<file path="src/rtl/itm_pkg.sv">
// Shared constants, codes and control types of the triangular Ising Metropolis block.
`default_nettype none
package itm_pkg;

    // Lattice geometry and random precision.
    localparam int LAT_W       = 32;
    localparam int LAT_H       = 32;
    localparam int RANDOM_BITS = 16;

    localparam int SITE_COUNT = LAT_W * LAT_H;
    localparam int ADDR_W     = $clog2(SITE_COUNT);
    localparam int XW         = $clog2(LAT_W);
    localparam int YW         = $clog2(LAT_H);

    // Field widths.
    localparam int SITE_W    = 10;
    localparam int RND_W     = 16;
    localparam int THR_W     = 17;
    localparam int MAG_W     = 12;
    localparam int REQ_W     = 2;
    localparam int CFG_IDX_W = 2;
    localparam int S_DATA_W  = 32;
    localparam int M_DATA_W  = 16;

    localparam int NBR_COUNT  = 6;
    localparam int FLIP_LIMIT = NBR_COUNT / 2;

    localparam logic [RND_W-1:0] RND_MASK = (RANDOM_BITS >= RND_W) ? {RND_W{1'b1}} :
                                            RND_W'((64'd1 << RANDOM_BITS) - 64'd1);
    localparam logic [THR_W-1:0] THR_RESET = THR_W'(65536);
    localparam logic [MAG_W-1:0] MAG_RESET = MAG_W'(SITE_COUNT);
    localparam logic [MAG_W-1:0] MAG_STEP  = MAG_W'(2);

    // Row index by reciprocal multiply: exact for every site below 2**SITE_W.
    localparam int DIV_SHIFT = SITE_W + $clog2(LAT_W);
    localparam int RCP_W     = SITE_W + 1;
    localparam int PROD_W    = SITE_W + RCP_W;
    localparam logic [RCP_W-1:0] DIV_RECIP = RCP_W'((2 ** DIV_SHIFT + LAT_W - 1) / LAT_W);

    typedef enum logic [REQ_W-1:0] {
        REQ_WRITE = 2'd0,
        REQ_TRIAL = 2'd1,
        REQ_READ  = 2'd2
    } req_t;

    typedef enum logic [CFG_IDX_W-1:0] {
        CFG_THR_LOW  = 2'd0,
        CFG_THR_MID  = 2'd1,
        CFG_THR_HIGH = 2'd2
    } cfg_reg_t;

    typedef enum logic [2:0] {
        SEL_SELF      = 3'd0,
        SEL_LEFT      = 3'd1,
        SEL_RIGHT     = 3'd2,
        SEL_UP        = 3'd3,
        SEL_DOWN      = 3'd4,
        SEL_UPLEFT    = 3'd5,
        SEL_DOWNRIGHT = 3'd6
    } fetch_sel_t;

    typedef enum logic [2:0] {
        ST_CLEAR,
        ST_IDLE,
        ST_DIV,
        ST_COORD,
        ST_FETCH,
        ST_WAIT,
        ST_UPDATE,
        ST_PUSH
    } state_t;

    typedef struct packed {
        logic       load;
        logic       div;
        logic       coord;
        logic       rd_en;
        fetch_sel_t rd_sel;
        logic       update;
        logic       push;
        logic       clr_step;
    } ctrl_cmd_t;

    typedef struct packed {
        logic in_range;
        logic is_trial;
        logic clr_done;
        logic out_free;
    } dp_status_t;

endpackage
`default_nettype wire

</file>
<file path="src/rtl/ising_triangular_metropolis.sv">
// Top level of the triangular-lattice Ising Metropolis update block.
//
// Requests enter on the s_ stream: tuser carries the request kind (write, flip trial,
// read; the unused code reads) and tdata the site, spin to write and random fraction.
// Every request gives one result on the m_ stream: the spin at the site afterwards,
// whether a trial flipped it, and the magnetization after the request.
// Thresholds for the three positive energy cases are written on the cfg_ channel,
// index 0 to 2, and apply to any update after they are registered; cfg_ready is always high.
// The spins live in a single-port-read RAM, so a trial reads its own spin and its six
// neighbors one per cycle, a write or read fetches only the spin of the site itself,
// and a request for a site outside the lattice reads no spin at all.
// One request is in flight at a time; s_tready returns in the cycle the result is
// registered, so the next request may enter while that result waits on m_tready.
// If m_tready stays low, the next result holds until the output register is free.
// After reset every spin is set up by a clearing pass during which s_tready is low;
// thresholds reset to 65536.
`default_nettype none
module ising_triangular_metropolis
    import itm_pkg::*;
(
    input  wire logic                 clk,
    input  wire logic                 rst_n,
    input  wire logic                 s_tvalid,
    output logic                      s_tready,
    input  wire logic [S_DATA_W-1:0]  s_tdata,   // site[9:0], spin_value[10], random_u[26:11]
    input  wire logic [REQ_W-1:0]     s_tuser,   // req_type[1:0]
    output logic                      m_tvalid,
    input  wire logic                 m_tready,
    output logic [M_DATA_W-1:0]       m_tdata,   // site_spin[0], flipped[1], magnetization[13:2]
    input  wire logic                 cfg_valid,
    output logic                      cfg_ready,
    input  wire logic [CFG_IDX_W-1:0] cfg_index,
    input  wire logic [THR_W-1:0]     cfg_data
);

    ctrl_cmd_t         cmd;
    dp_status_t        status;
    logic              ram_wr_en;
    logic [ADDR_W-1:0] ram_wr_addr;
    logic              ram_wr_data;
    logic              ram_rd_en;
    logic [ADDR_W-1:0] ram_rd_addr;
    logic              ram_rd_data;

    assign cfg_ready = 1'b1;

    itm_ctrl u_ctrl (
        .clk      (clk),
        .rst_n    (rst_n),
        .s_tvalid (s_tvalid),
        .s_tready (s_tready),
        .status   (status),
        .cmd      (cmd)
    );

    itm_datapath u_datapath (
        .clk         (clk),
        .rst_n       (rst_n),
        .cmd         (cmd),
        .status      (status),
        .s_tdata     (s_tdata),
        .s_tuser     (s_tuser),
        .cfg_valid   (cfg_valid),
        .cfg_index   (cfg_index),
        .cfg_data    (cfg_data),
        .ram_wr_en   (ram_wr_en),
        .ram_wr_addr (ram_wr_addr),
        .ram_wr_data (ram_wr_data),
        .ram_rd_en   (ram_rd_en),
        .ram_rd_addr (ram_rd_addr),
        .ram_rd_data (ram_rd_data),
        .m_tready    (m_tready),
        .m_tvalid    (m_tvalid),
        .m_tdata     (m_tdata)
    );

    itm_ram #(
        .WIDTH (1),
        .DEPTH (SITE_COUNT)
    ) u_spin_ram (
        .clk     (clk),
        .wr_en   (ram_wr_en),
        .wr_addr (ram_wr_addr),
        .wr_data (ram_wr_data),
        .rd_en   (ram_rd_en),
        .rd_addr (ram_rd_addr),
        .rd_data (ram_rd_data)
    );

endmodule
`default_nettype wire

</file>
<file path="src/rtl/itm_ram.sv">
// Generic single-write, single-read RAM with registered read data.
`default_nettype none
module itm_ram #(
    parameter int WIDTH = 1,
    parameter int DEPTH = 1024
) (
    input  wire logic                     clk,
    input  wire logic                     wr_en,
    input  wire logic [$clog2(DEPTH)-1:0] wr_addr,
    input  wire logic [WIDTH-1:0]         wr_data,
    input  wire logic                     rd_en,
    input  wire logic [$clog2(DEPTH)-1:0] rd_addr,
    output logic      [WIDTH-1:0]         rd_data
);

    logic [WIDTH-1:0] mem [DEPTH];
    logic [WIDTH-1:0] rd_data_reg;

    always_ff @(posedge clk)
    begin
        if (wr_en)
        begin
            mem[wr_addr] <= wr_data;
        end
        if (rd_en)
        begin
            rd_data_reg <= mem[rd_addr];
        end
    end

    assign rd_data = rd_data_reg;

endmodule
`default_nettype wire

</file>
<file path="src/rtl/itm_ctrl.sv">
// Controller state machine: sequences clearing, coordinate split, fetches and update.
`default_nettype none
module itm_ctrl
    import itm_pkg::*;
(
    input  wire logic       clk,
    input  wire logic       rst_n,
    input  wire logic       s_tvalid,
    output logic            s_tready,
    input  wire dp_status_t status,
    output ctrl_cmd_t       cmd
);

    state_t     state_reg;
    state_t     state_next;
    logic [2:0] cnt_reg;
    logic [2:0] cnt_next;
    logic       last_fetch;

    // A write or read request only needs the spin of the site itself.
    assign last_fetch = !status.is_trial || (cnt_reg == 3'(SEL_DOWNRIGHT));

    always_comb
    begin
        state_next = state_reg;
        cnt_next   = cnt_reg;
        case (state_reg)
            ST_CLEAR:
            begin
                if (status.clr_done)
                begin
                    state_next = ST_IDLE;
                end
            end
            ST_IDLE:
            begin
                if (s_tvalid)
                begin
                    state_next = ST_DIV;
                end
            end
            ST_DIV:
            begin
                state_next = ST_COORD;
            end
            ST_COORD:
            begin
                cnt_next   = 3'd0;
                state_next = status.in_range ? ST_FETCH : ST_UPDATE;
            end
            ST_FETCH:
            begin
                cnt_next = cnt_reg + 3'd1;
                if (last_fetch)
                begin
                    state_next = ST_WAIT;
                end
            end
            ST_WAIT:
            begin
                state_next = ST_UPDATE;
            end
            ST_UPDATE:
            begin
                state_next = ST_PUSH;
            end
            ST_PUSH:
            begin
                if (status.out_free)
                begin
                    state_next = ST_IDLE;
                end
            end
            default:
            begin
                state_next = ST_IDLE;
            end
        endcase
    end

    always_comb
    begin
        cmd        = '0;
        cmd.rd_sel = fetch_sel_t'(cnt_reg);
        s_tready   = 1'b0;
        case (state_reg)
            ST_CLEAR:  cmd.clr_step = 1'b1;
            ST_IDLE:
            begin
                s_tready = 1'b1;
                cmd.load = s_tvalid;
            end
            ST_DIV:    cmd.div = 1'b1;
            ST_COORD:  cmd.coord = 1'b1;
            ST_FETCH:  cmd.rd_en = 1'b1;
            ST_WAIT:   cmd.rd_en = 1'b0;
            ST_UPDATE: cmd.update = 1'b1;
            ST_PUSH:   cmd.push = status.out_free;
            default:   cmd.load = 1'b0;
        endcase
    end

    always_ff @(posedge clk or negedge rst_n)
    begin
        if (!rst_n)
        begin
            state_reg <= ST_CLEAR;
            cnt_reg   <= 3'd0;
        end
        else
        begin
            state_reg <= state_next;
            cnt_reg   <= cnt_next;
        end
    end

endmodule
`default_nettype wire

</file>
<file path="src/rtl/itm_datapath.sv">
// Datapath: request registers, neighbor addressing, flip decision, totals and result register.
`default_nettype none
module itm_datapath
    import itm_pkg::*;
(
    input  wire logic                 clk,
    input  wire logic                 rst_n,
    input  wire ctrl_cmd_t            cmd,
    output dp_status_t                status,
    input  wire logic [S_DATA_W-1:0]  s_tdata,
    input  wire logic [REQ_W-1:0]     s_tuser,
    input  wire logic                 cfg_valid,
    input  wire logic [CFG_IDX_W-1:0] cfg_index,
    input  wire logic [THR_W-1:0]     cfg_data,
    output logic                      ram_wr_en,
    output logic [ADDR_W-1:0]         ram_wr_addr,
    output logic                      ram_wr_data,
    output logic                      ram_rd_en,
    output logic [ADDR_W-1:0]         ram_rd_addr,
    input  wire logic                 ram_rd_data,
    input  wire logic                 m_tready,
    output logic                      m_tvalid,
    output logic [M_DATA_W-1:0]       m_tdata
);

    // Request payload.
    logic [REQ_W-1:0]  req_reg;
    logic [SITE_W-1:0] site_reg;
    logic              val_reg;
    logic [RND_W-1:0]  rnd_reg;
    logic              in_range_reg;
    logic [YW-1:0]     y_reg;
    logic [XW-1:0]     x_reg;
    logic              own_reg;
    logic [2:0]        ups_reg;
    logic [2:0]        ups_next;
    fetch_sel_t        rd_tag_reg;
    logic              rd_vld_reg;
    logic              res_spin_reg;
    logic              res_flip_reg;
    logic              out_spin_reg;
    logic              out_flip_reg;
    logic [MAG_W-1:0]  out_mag_reg;

    // Control and configuration state.
    logic [THR_W-1:0]  thr_low_reg;
    logic [THR_W-1:0]  thr_low_next;
    logic [THR_W-1:0]  thr_mid_reg;
    logic [THR_W-1:0]  thr_mid_next;
    logic [THR_W-1:0]  thr_high_reg;
    logic [THR_W-1:0]  thr_high_next;
    logic [MAG_W-1:0]  total_reg;
    logic [MAG_W-1:0]  total_next;
    logic [ADDR_W-1:0] clr_addr_reg;
    logic [ADDR_W-1:0] clr_addr_next;
    logic              m_tvalid_reg;
    logic              m_tvalid_next;

    logic [PROD_W-1:0] row_prod;
    logic [SITE_W-1:0] row_base;
    logic [XW-1:0]     x_dec;
    logic [XW-1:0]     x_inc;
    logic [YW-1:0]     y_dec;
    logic [YW-1:0]     y_inc;
    logic [XW-1:0]     x_sel;
    logic [YW-1:0]     y_sel;
    logic              is_trial;
    logic              is_write;
    logic [2:0]        aligned;
    logic [RND_W:0]    rnd_ext;
    logic              flip_ok;
    logic              do_flip;
    logic              new_spin;

    assign is_trial = (req_reg == REQ_TRIAL);
    assign is_write = (req_reg == REQ_WRITE);

    assign row_prod = PROD_W'(site_reg) * PROD_W'(DIV_RECIP);
    assign row_base = SITE_W'(SITE_W'(y_reg) * SITE_W'(LAT_W));

    // Periodic wrap of the coordinates.
    assign x_dec = (x_reg == '0) ? XW'(LAT_W - 1) : x_reg - XW'(1);
    assign x_inc = (x_reg == XW'(LAT_W - 1)) ? '0 : x_reg + XW'(1);
    assign y_dec = (y_reg == '0) ? YW'(LAT_H - 1) : y_reg - YW'(1);
    assign y_inc = (y_reg == YW'(LAT_H - 1)) ? '0 : y_reg + YW'(1);

    always_comb
    begin
        case (cmd.rd_sel)
            SEL_SELF:      begin x_sel = x_reg; y_sel = y_reg; end
            SEL_LEFT:      begin x_sel = x_dec; y_sel = y_reg; end
            SEL_RIGHT:     begin x_sel = x_inc; y_sel = y_reg; end
            SEL_UP:        begin x_sel = x_reg; y_sel = y_dec; end
            SEL_DOWN:      begin x_sel = x_reg; y_sel = y_inc; end
            SEL_UPLEFT:    begin x_sel = x_dec; y_sel = y_dec; end
            SEL_DOWNRIGHT: begin x_sel = x_inc; y_sel = y_inc; end
            default:       begin x_sel = x_reg; y_sel = y_reg; end
        endcase
    end

    assign ram_rd_en   = cmd.rd_en;
    assign ram_rd_addr = ADDR_W'(x_sel) + ADDR_W'(y_sel) * ADDR_W'(LAT_W);

    // Count of neighbors aligned with the site spin; spin times sum is 2*aligned - 6,
    // so the energy never rises for three or fewer aligned neighbors.
    assign aligned = own_reg ? ups_reg : 3'(NBR_COUNT) - ups_reg;
    assign rnd_ext = {1'b0, rnd_reg};

    always_comb
    begin
        if (aligned <= 3'(FLIP_LIMIT))
        begin
            flip_ok = 1'b1;
        end
        else if (aligned == 3'(FLIP_LIMIT + 1))
        begin
            flip_ok = rnd_ext < thr_low_reg;
        end
        else if (aligned == 3'(FLIP_LIMIT + 2))
        begin
            flip_ok = rnd_ext < thr_mid_reg;
        end
        else
        begin
            flip_ok = rnd_ext < thr_high_reg;
        end
    end

    assign do_flip  = is_trial && flip_ok;
    assign new_spin = is_write ? val_reg : (do_flip ? ~own_reg : own_reg);

    assign ram_wr_en   = cmd.clr_step || (cmd.update && in_range_reg && (is_write || do_flip));
    assign ram_wr_addr = cmd.clr_step ? clr_addr_reg : ADDR_W'(site_reg);
    assign ram_wr_data = cmd.clr_step ? 1'b1 : new_spin;

    always_comb
    begin
        ups_next = ups_reg;
        if (cmd.load)
        begin
            ups_next = 3'd0;
        end
        else if (rd_vld_reg && (rd_tag_reg != SEL_SELF) && ram_rd_data)
        begin
            ups_next = ups_reg + 3'd1;
        end
    end

    always_comb
    begin
        thr_low_next  = thr_low_reg;
        thr_mid_next  = thr_mid_reg;
        thr_high_next = thr_high_reg;
        if (cfg_valid)
        begin
            case (cfg_reg_t'(cfg_index))
                CFG_THR_LOW:  thr_low_next = cfg_data;
                CFG_THR_MID:  thr_mid_next = cfg_data;
                CFG_THR_HIGH: thr_high_next = cfg_data;
                default:      thr_low_next = thr_low_reg;
            endcase
        end
    end

    always_comb
    begin
        total_next = total_reg;
        if (cmd.update && in_range_reg && (new_spin != own_reg))
        begin
            total_next = new_spin ? total_reg + MAG_STEP : total_reg - MAG_STEP;
        end
    end

    assign clr_addr_next = cmd.clr_step ? clr_addr_reg + ADDR_W'(1) : clr_addr_reg;
    assign m_tvalid_next = cmd.push ? 1'b1 : (m_tready ? 1'b0 : m_tvalid_reg);

    always_ff @(posedge clk or negedge rst_n)
    begin
        if (!rst_n)
        begin
            thr_low_reg  <= THR_RESET;
            thr_mid_reg  <= THR_RESET;
            thr_high_reg <= THR_RESET;
            total_reg    <= MAG_RESET;
            clr_addr_reg <= '0;
            m_tvalid_reg <= 1'b0;
            rd_vld_reg   <= 1'b0;
        end
        else
        begin
            thr_low_reg  <= thr_low_next;
            thr_mid_reg  <= thr_mid_next;
            thr_high_reg <= thr_high_next;
            total_reg    <= total_next;
            clr_addr_reg <= clr_addr_next;
            m_tvalid_reg <= m_tvalid_next;
            rd_vld_reg   <= cmd.rd_en;
        end
    end

    always_ff @(posedge clk)
    begin
        ups_reg <= ups_next;
        if (cmd.load)
        begin
            req_reg      <= s_tuser;
            site_reg     <= s_tdata[SITE_W-1:0];
            val_reg      <= s_tdata[SITE_W];
            rnd_reg      <= s_tdata[SITE_W+RND_W:SITE_W+1] & RND_MASK;
            in_range_reg <= 32'(s_tdata[SITE_W-1:0]) < 32'(SITE_COUNT);
        end
        if (cmd.div)
        begin
            y_reg <= YW'(row_prod >> DIV_SHIFT);
        end
        if (cmd.coord)
        begin
            x_reg <= XW'(site_reg - row_base);
        end
        if (cmd.rd_en)
        begin
            rd_tag_reg <= cmd.rd_sel;
        end
        if (rd_vld_reg && (rd_tag_reg == SEL_SELF))
        begin
            own_reg <= ram_rd_data;
        end
        if (cmd.update)
        begin
            res_spin_reg <= in_range_reg && new_spin;
            res_flip_reg <= in_range_reg && do_flip;
        end
        if (cmd.push)
        begin
            out_spin_reg <= res_spin_reg;
            out_flip_reg <= res_flip_reg;
            out_mag_reg  <= total_reg;
        end
    end

    assign status.in_range = in_range_reg;
    assign status.is_trial = is_trial;
    assign status.clr_done = (clr_addr_reg == ADDR_W'(SITE_COUNT - 1));
    assign status.out_free = !m_tvalid_reg || m_tready;

    assign m_tvalid = m_tvalid_reg;
    assign m_tdata  = {{(M_DATA_W - MAG_W - 2){1'b0}}, out_mag_reg, out_flip_reg, out_spin_reg};

endmodule
`default_nettype wire

</file>
<file path="config.mk">
export PLATFORM = sky130hd
export DESIGN_NAME = ising_triangular_metropolis
export DESIGN_NICKNAME = d
export VERILOG_FILES = /design/src/rtl/itm_pkg.sv /design/src/rtl/ising_triangular_metropolis.sv /design/src/rtl/itm_ram.sv /design/src/rtl/itm_ctrl.sv /design/src/rtl/itm_datapath.sv
export SDC_FILE = /design/constraint.sdc
export NUM_CORES = 2
export LEC_CHECK = 0
export BUFFER_PORTS_ARGS = -buffer_cell sky130_fd_sc_hd__buf_4
export CORE_MARGIN = 10
export CORE_UTILIZATION = 50
export CTS_BUF_LIST = sky130_fd_sc_hd__clkbuf_16
export DETAILED_ROUTE_END_ITERATION = 10
export PLACE_DENSITY_LB_ADDON = 0.15
export RECOVER_POWER = 50
export SLEW_MARGIN = 10
export SYNTH_ARGS = -nofsm -noshare
export SYNTH_HDL_FRONTEND = slang
export SYNTH_SLANG_ARGS = --single-unit
</file>
<file path="constraint.sdc">
create_clock -name clk -period 55.2 [get_ports clk]
set_input_delay 11.04 -clock clk [delete_from_list [all_inputs] [get_ports clk]]
set_output_delay 11.04 -clock clk [all_outputs]
set_load 0.01 [all_outputs]
</file>
==> flow_summary_export.csv <==
group,metric,value,unit
yosys,syn-mean-instance-area,10.9,µm²
clocking,cts_root_buffer,"clkbuf_16",
clocking,cts_setup_buffers,0,
final_layout,layout-area-overhead-vs-synth,8.86,%
clocking,postCtsHoldBufs,0,
setup_path,regToRegSetupSlack,46.38,ns
detailed_routing,ant_nets,0,
yosys,async_reset_ff_share,6.86,%
floorplanning,rows,121,
final_layout,finish.net_count,4976,
global_route,global_route_wire_length_before_repair,244,mm
power,static-leakage-power,0.0196,µW
global_route,first_global_vias,38257,
setup_path,ff2ff_path_depth,12,
setup_path,critPathRequiredTime,44.16,ns
global_route,gr-total-overflow,0,
min_path,hold_end,"u_datapath.own_reg$_DFFE_PP_",
yosys,yosysWarnings,0,
clocking,cts_max_level,3,
clocking,post_cts_resized,0,
setup_path,critical_path.cell_chain,"nor3b_1 > buf_4",
power,combPwrFrac,39.2,%
clocking,cts_max_path_buffers,3,
detailed_routing,detailed_route_via_count,39866,
status,failed_checks,"max-capacitance violations, max-slew violations",
yosys,synth-edff-count,1083,
floorplanning,die_y,351,µm
detailed_routing,vias_per_cell,6.25,
power,power.switching_fraction,40.1,%
yosys,synth-seq-area-share,63.1,%
setup_path,end_kind,"output pin",
final_layout,register_area,34600,µm²
global_route,grt_max_degree,303,
final_layout,largest_reg_flops,1024,
timing,clock.fmax,77.7,MHz
yosys,main_flop_type_after_synthesis,"edfxtp_1",
detailed_routing,dr.pass1.iters,6,
clocking,worstSkewPairLatency,0.72,ns
min_path,hold_path_startpoint,"u_spin_ram.rd_data$_DFFE_PP_",
timing,tightestPinTransition,4.34,ns
final_layout,multi_input_combinational_cell_area,18200,µm²
timing,timing_hold_violations_final,0,
clocking,cts_num_sinks,1166,
final_layout,diodes,0,
detailed_routing,finalWirelength,165,mm
job,maxCapViolCount,35,
detailed_routing,routedWlPerCell,25.8,µm
final_layout,post_layout_nonfiller_instances,6374,
placement,quantity_of_i_o_buffers_inserted_on_ports,67,
floorplanning,die_width,351,µm
yosys,synth.lib_cells_used.distinct,84,
power,switching_power,1240,µW
final_layout,most_used_cells_in_the_layout_excluding_fill_and_tap_cells,"nor2_1 (1190), edfxtp_1 (1083), nand2_1 (762)",
placement,place.detailed.instances,6150,
setup_path,worst_path_largest_cell_delay,0.54,ns
global_route,grt_antenna_before_repair,3,
timing,pins_over_their_slew_limit,1221,
power,sequentialPowerShare,35.6,%
floorplanning,initial_core_util,50.4,%
global_route,overall_routing_resource_usage,26.3,%
floorplanning,io_pins,77,
timing,setup_total_negative_slack,0,ns
setup_path,timing.critical_path.slowest_stage_cell,"dfrtp_1",
final_layout,final_core_util,54.8,%
placement,hpwlAfterDp,86.1,mm
floorplanning,fp.dieArea,123000,µm²
timing,post-route-min-period,12.88,ns
power,internal_power,1850,µW
timing,report.final.setup_viol,0,
status,status,"complete, but fails checks",
min_path,hold_depth,0,
clocking,cts_inserted_buffers,120,
timing,clock_skew,0.0219,ns
setup_path,worstSetupStartpointType,"register",
timing,rsz_0062_raised_after_global_routing,"no",
setup_path,data_arrival_time_at_the_worst_slack_endpoint,1.84,ns
final_layout,layout_commonest_cell,"nor2_1",
setup_path,worst_r2r_dst,"u_spin_ram.mem[465]$_DFFE_PP_",
detailed_routing,dr.first_iter.drc_count,5232,
setup_path,path_class,"register to output pin",
detailed_routing,final_routed_drc_violation_total,0,
final_layout,regMostFlops,"u_spin_ram.mem",
clocking,clkTransAtPathRegs,0.06,ns
yosys,ys_seq_elements,1166,
timing,min_period_over_period,23.3,%
yosys,synthesis.instances,5016,
power,worst_ir_drop_vdd,0.0000586,V
power,power.clock.fraction,25.2,%
setup_path,crit_fanout,14,
floorplanning,core,109000,µm²
final_layout,fillers,9399,
clocking,clock_tree_from_tritoncts,"yes",
power,p_per_area,51.8,nW/µm²
timing,slew_headroom,-190,%
setup_path,crit-reg2reg-launch,"u_datapath.rnd_reg[10]$_DFFE_PP_",
final_layout,layout-drive-gt1-share,7.84,%
placement,gpl.final_weighted_congestion,0.810,
yosys,syn-cell-area,54800,µm²
min_path,min_path_type,"register to register",
==> cells by family (layout without fill, tap and decap cells) <==
kind of cell / Yosys count / after routing / synth area share [%]
xor+xnor: 24 / 24 / 0.383
mux: 215 / 215 / 4.41
buf+inv: 501 / 443 / 3.98
other cells: 2 / 4 / 0.0137
simple gates: 2515 / 2515 / 19.2
flops: 1166 / 1166 / 63.1
compound gates: 533 / 533 / 7.52
fa+ha+maj: 60 / 60 / 1.37
==> power by group through the flow <==
| stage | Combinational (µW) | Sequential, µW | Clock (µW) |
|---|---|---|---|
| 5_1_grt | 1300 | 1110 | 824 |
| 4_1_cts | 1200 | 1100 | 786 |
| 6_report | 1210 | 1100 | 779 |
| 3_5_place_dp | 1200 | 1120 | 0 |
| 3_3_place_gp | 1190 | 1120 | 0 |
| 2_1_floorplan | 798 | 1230 | 0 |
==> cells in the mapped netlist, types with 43 or more instances <==
library cell  number  area, µm²
nand4_1           61        382
ha_1              60        751
buf_2            137        686
inv_1             66        248
clkbuf_1         187        702
o21ai_0           52        260
nand3_1          301       1510
a221oi_1         100        876
nand2_1          763       2860
mux2i_1          158       1580
edfxtp_1        1083      32500
a311oi_1          50        438
buf_1             84        315
a31oi_1           48        300
a32oi_1           49        429
dfrtp_1           76       1900
nor2_1          1195       4490
and3_1            71        444
a211oi_1          43        323
==> critical path, delay by kind of cell (launching register included) <==
family / cells / cell delay, ns
buf+inv: 1 / 0.20
simple gates: 1 / 0.38
flops: 1 / 0.54
==> per-layer routing <==
metal / global-route usage [%] / vias to the layer above / share of wire, %
met2: 42.3 / 1880 / 46
met3: 4.24 / 360 / 9.4
met5: 0 / - / 0
li1: - / 17645 / -
met4: 10.7 / 0 / 4.2
met1: 35.6 / 19981 / 40
==> worst max-delay path by stage <==
stage	from	end	slack, ns	depth (start not counted)
2_1_floorplan	u_datapath.rnd_reg[1]$_DFFE_PP_	u_spin_ram.mem[0]$_DFFE_PP_	36.25	11
3_3_place_gp	cfg_index[0]	u_datapath.thr_high_reg[6]$_DFFE_PN0P_	42.54	3
3_5_place_dp	cfg_index[0]	u_datapath.thr_high_reg[6]$_DFFE_PN0P_	42.53	3
4_1_cts	u_ctrl.state_reg[2]$_DFFE_PN0P_	s_tready	42.29	2
5_1_grt	u_ctrl.state_reg[2]$_DFFE_PN0P_	s_tready	42.20	2
6_report	u_ctrl.state_reg[2]$_DFFE_PN0P_	s_tready	42.32	2
==> cell type report <==
| class | count | share of cell area, % |
|---|---|---|
| clock buffer | 124 | 5.20 |
| tap | 1414 | 2.96 |
| sequential | 1166 | 58.0 |
| timing repair buffer | 153 | 1.83 |
| multi-input combinational | 3351 | 30.6 |
| inverter | 66 | 0.415 |
| clock inverter | 100 | 1.07 |
==> metrics by stage <==
stage / setup slack (ns) / total power (µW) / hold WS, ns / area [µm²]
floorplan: 36.25 / 2020 / 0.400 / 54800
global placement: 42.54 / 2310 / 0.452 / 56200
detailed placement: 42.53 / 2320 / 0.424 / 56200
CTS: 42.29 / 3090 / 0.464 / 60000
global route: 42.20 / 3230 / 0.466 / 59700
finish: 42.32 / 3090 / 0.459 / 59700
(Power assumes the default switching activity.)
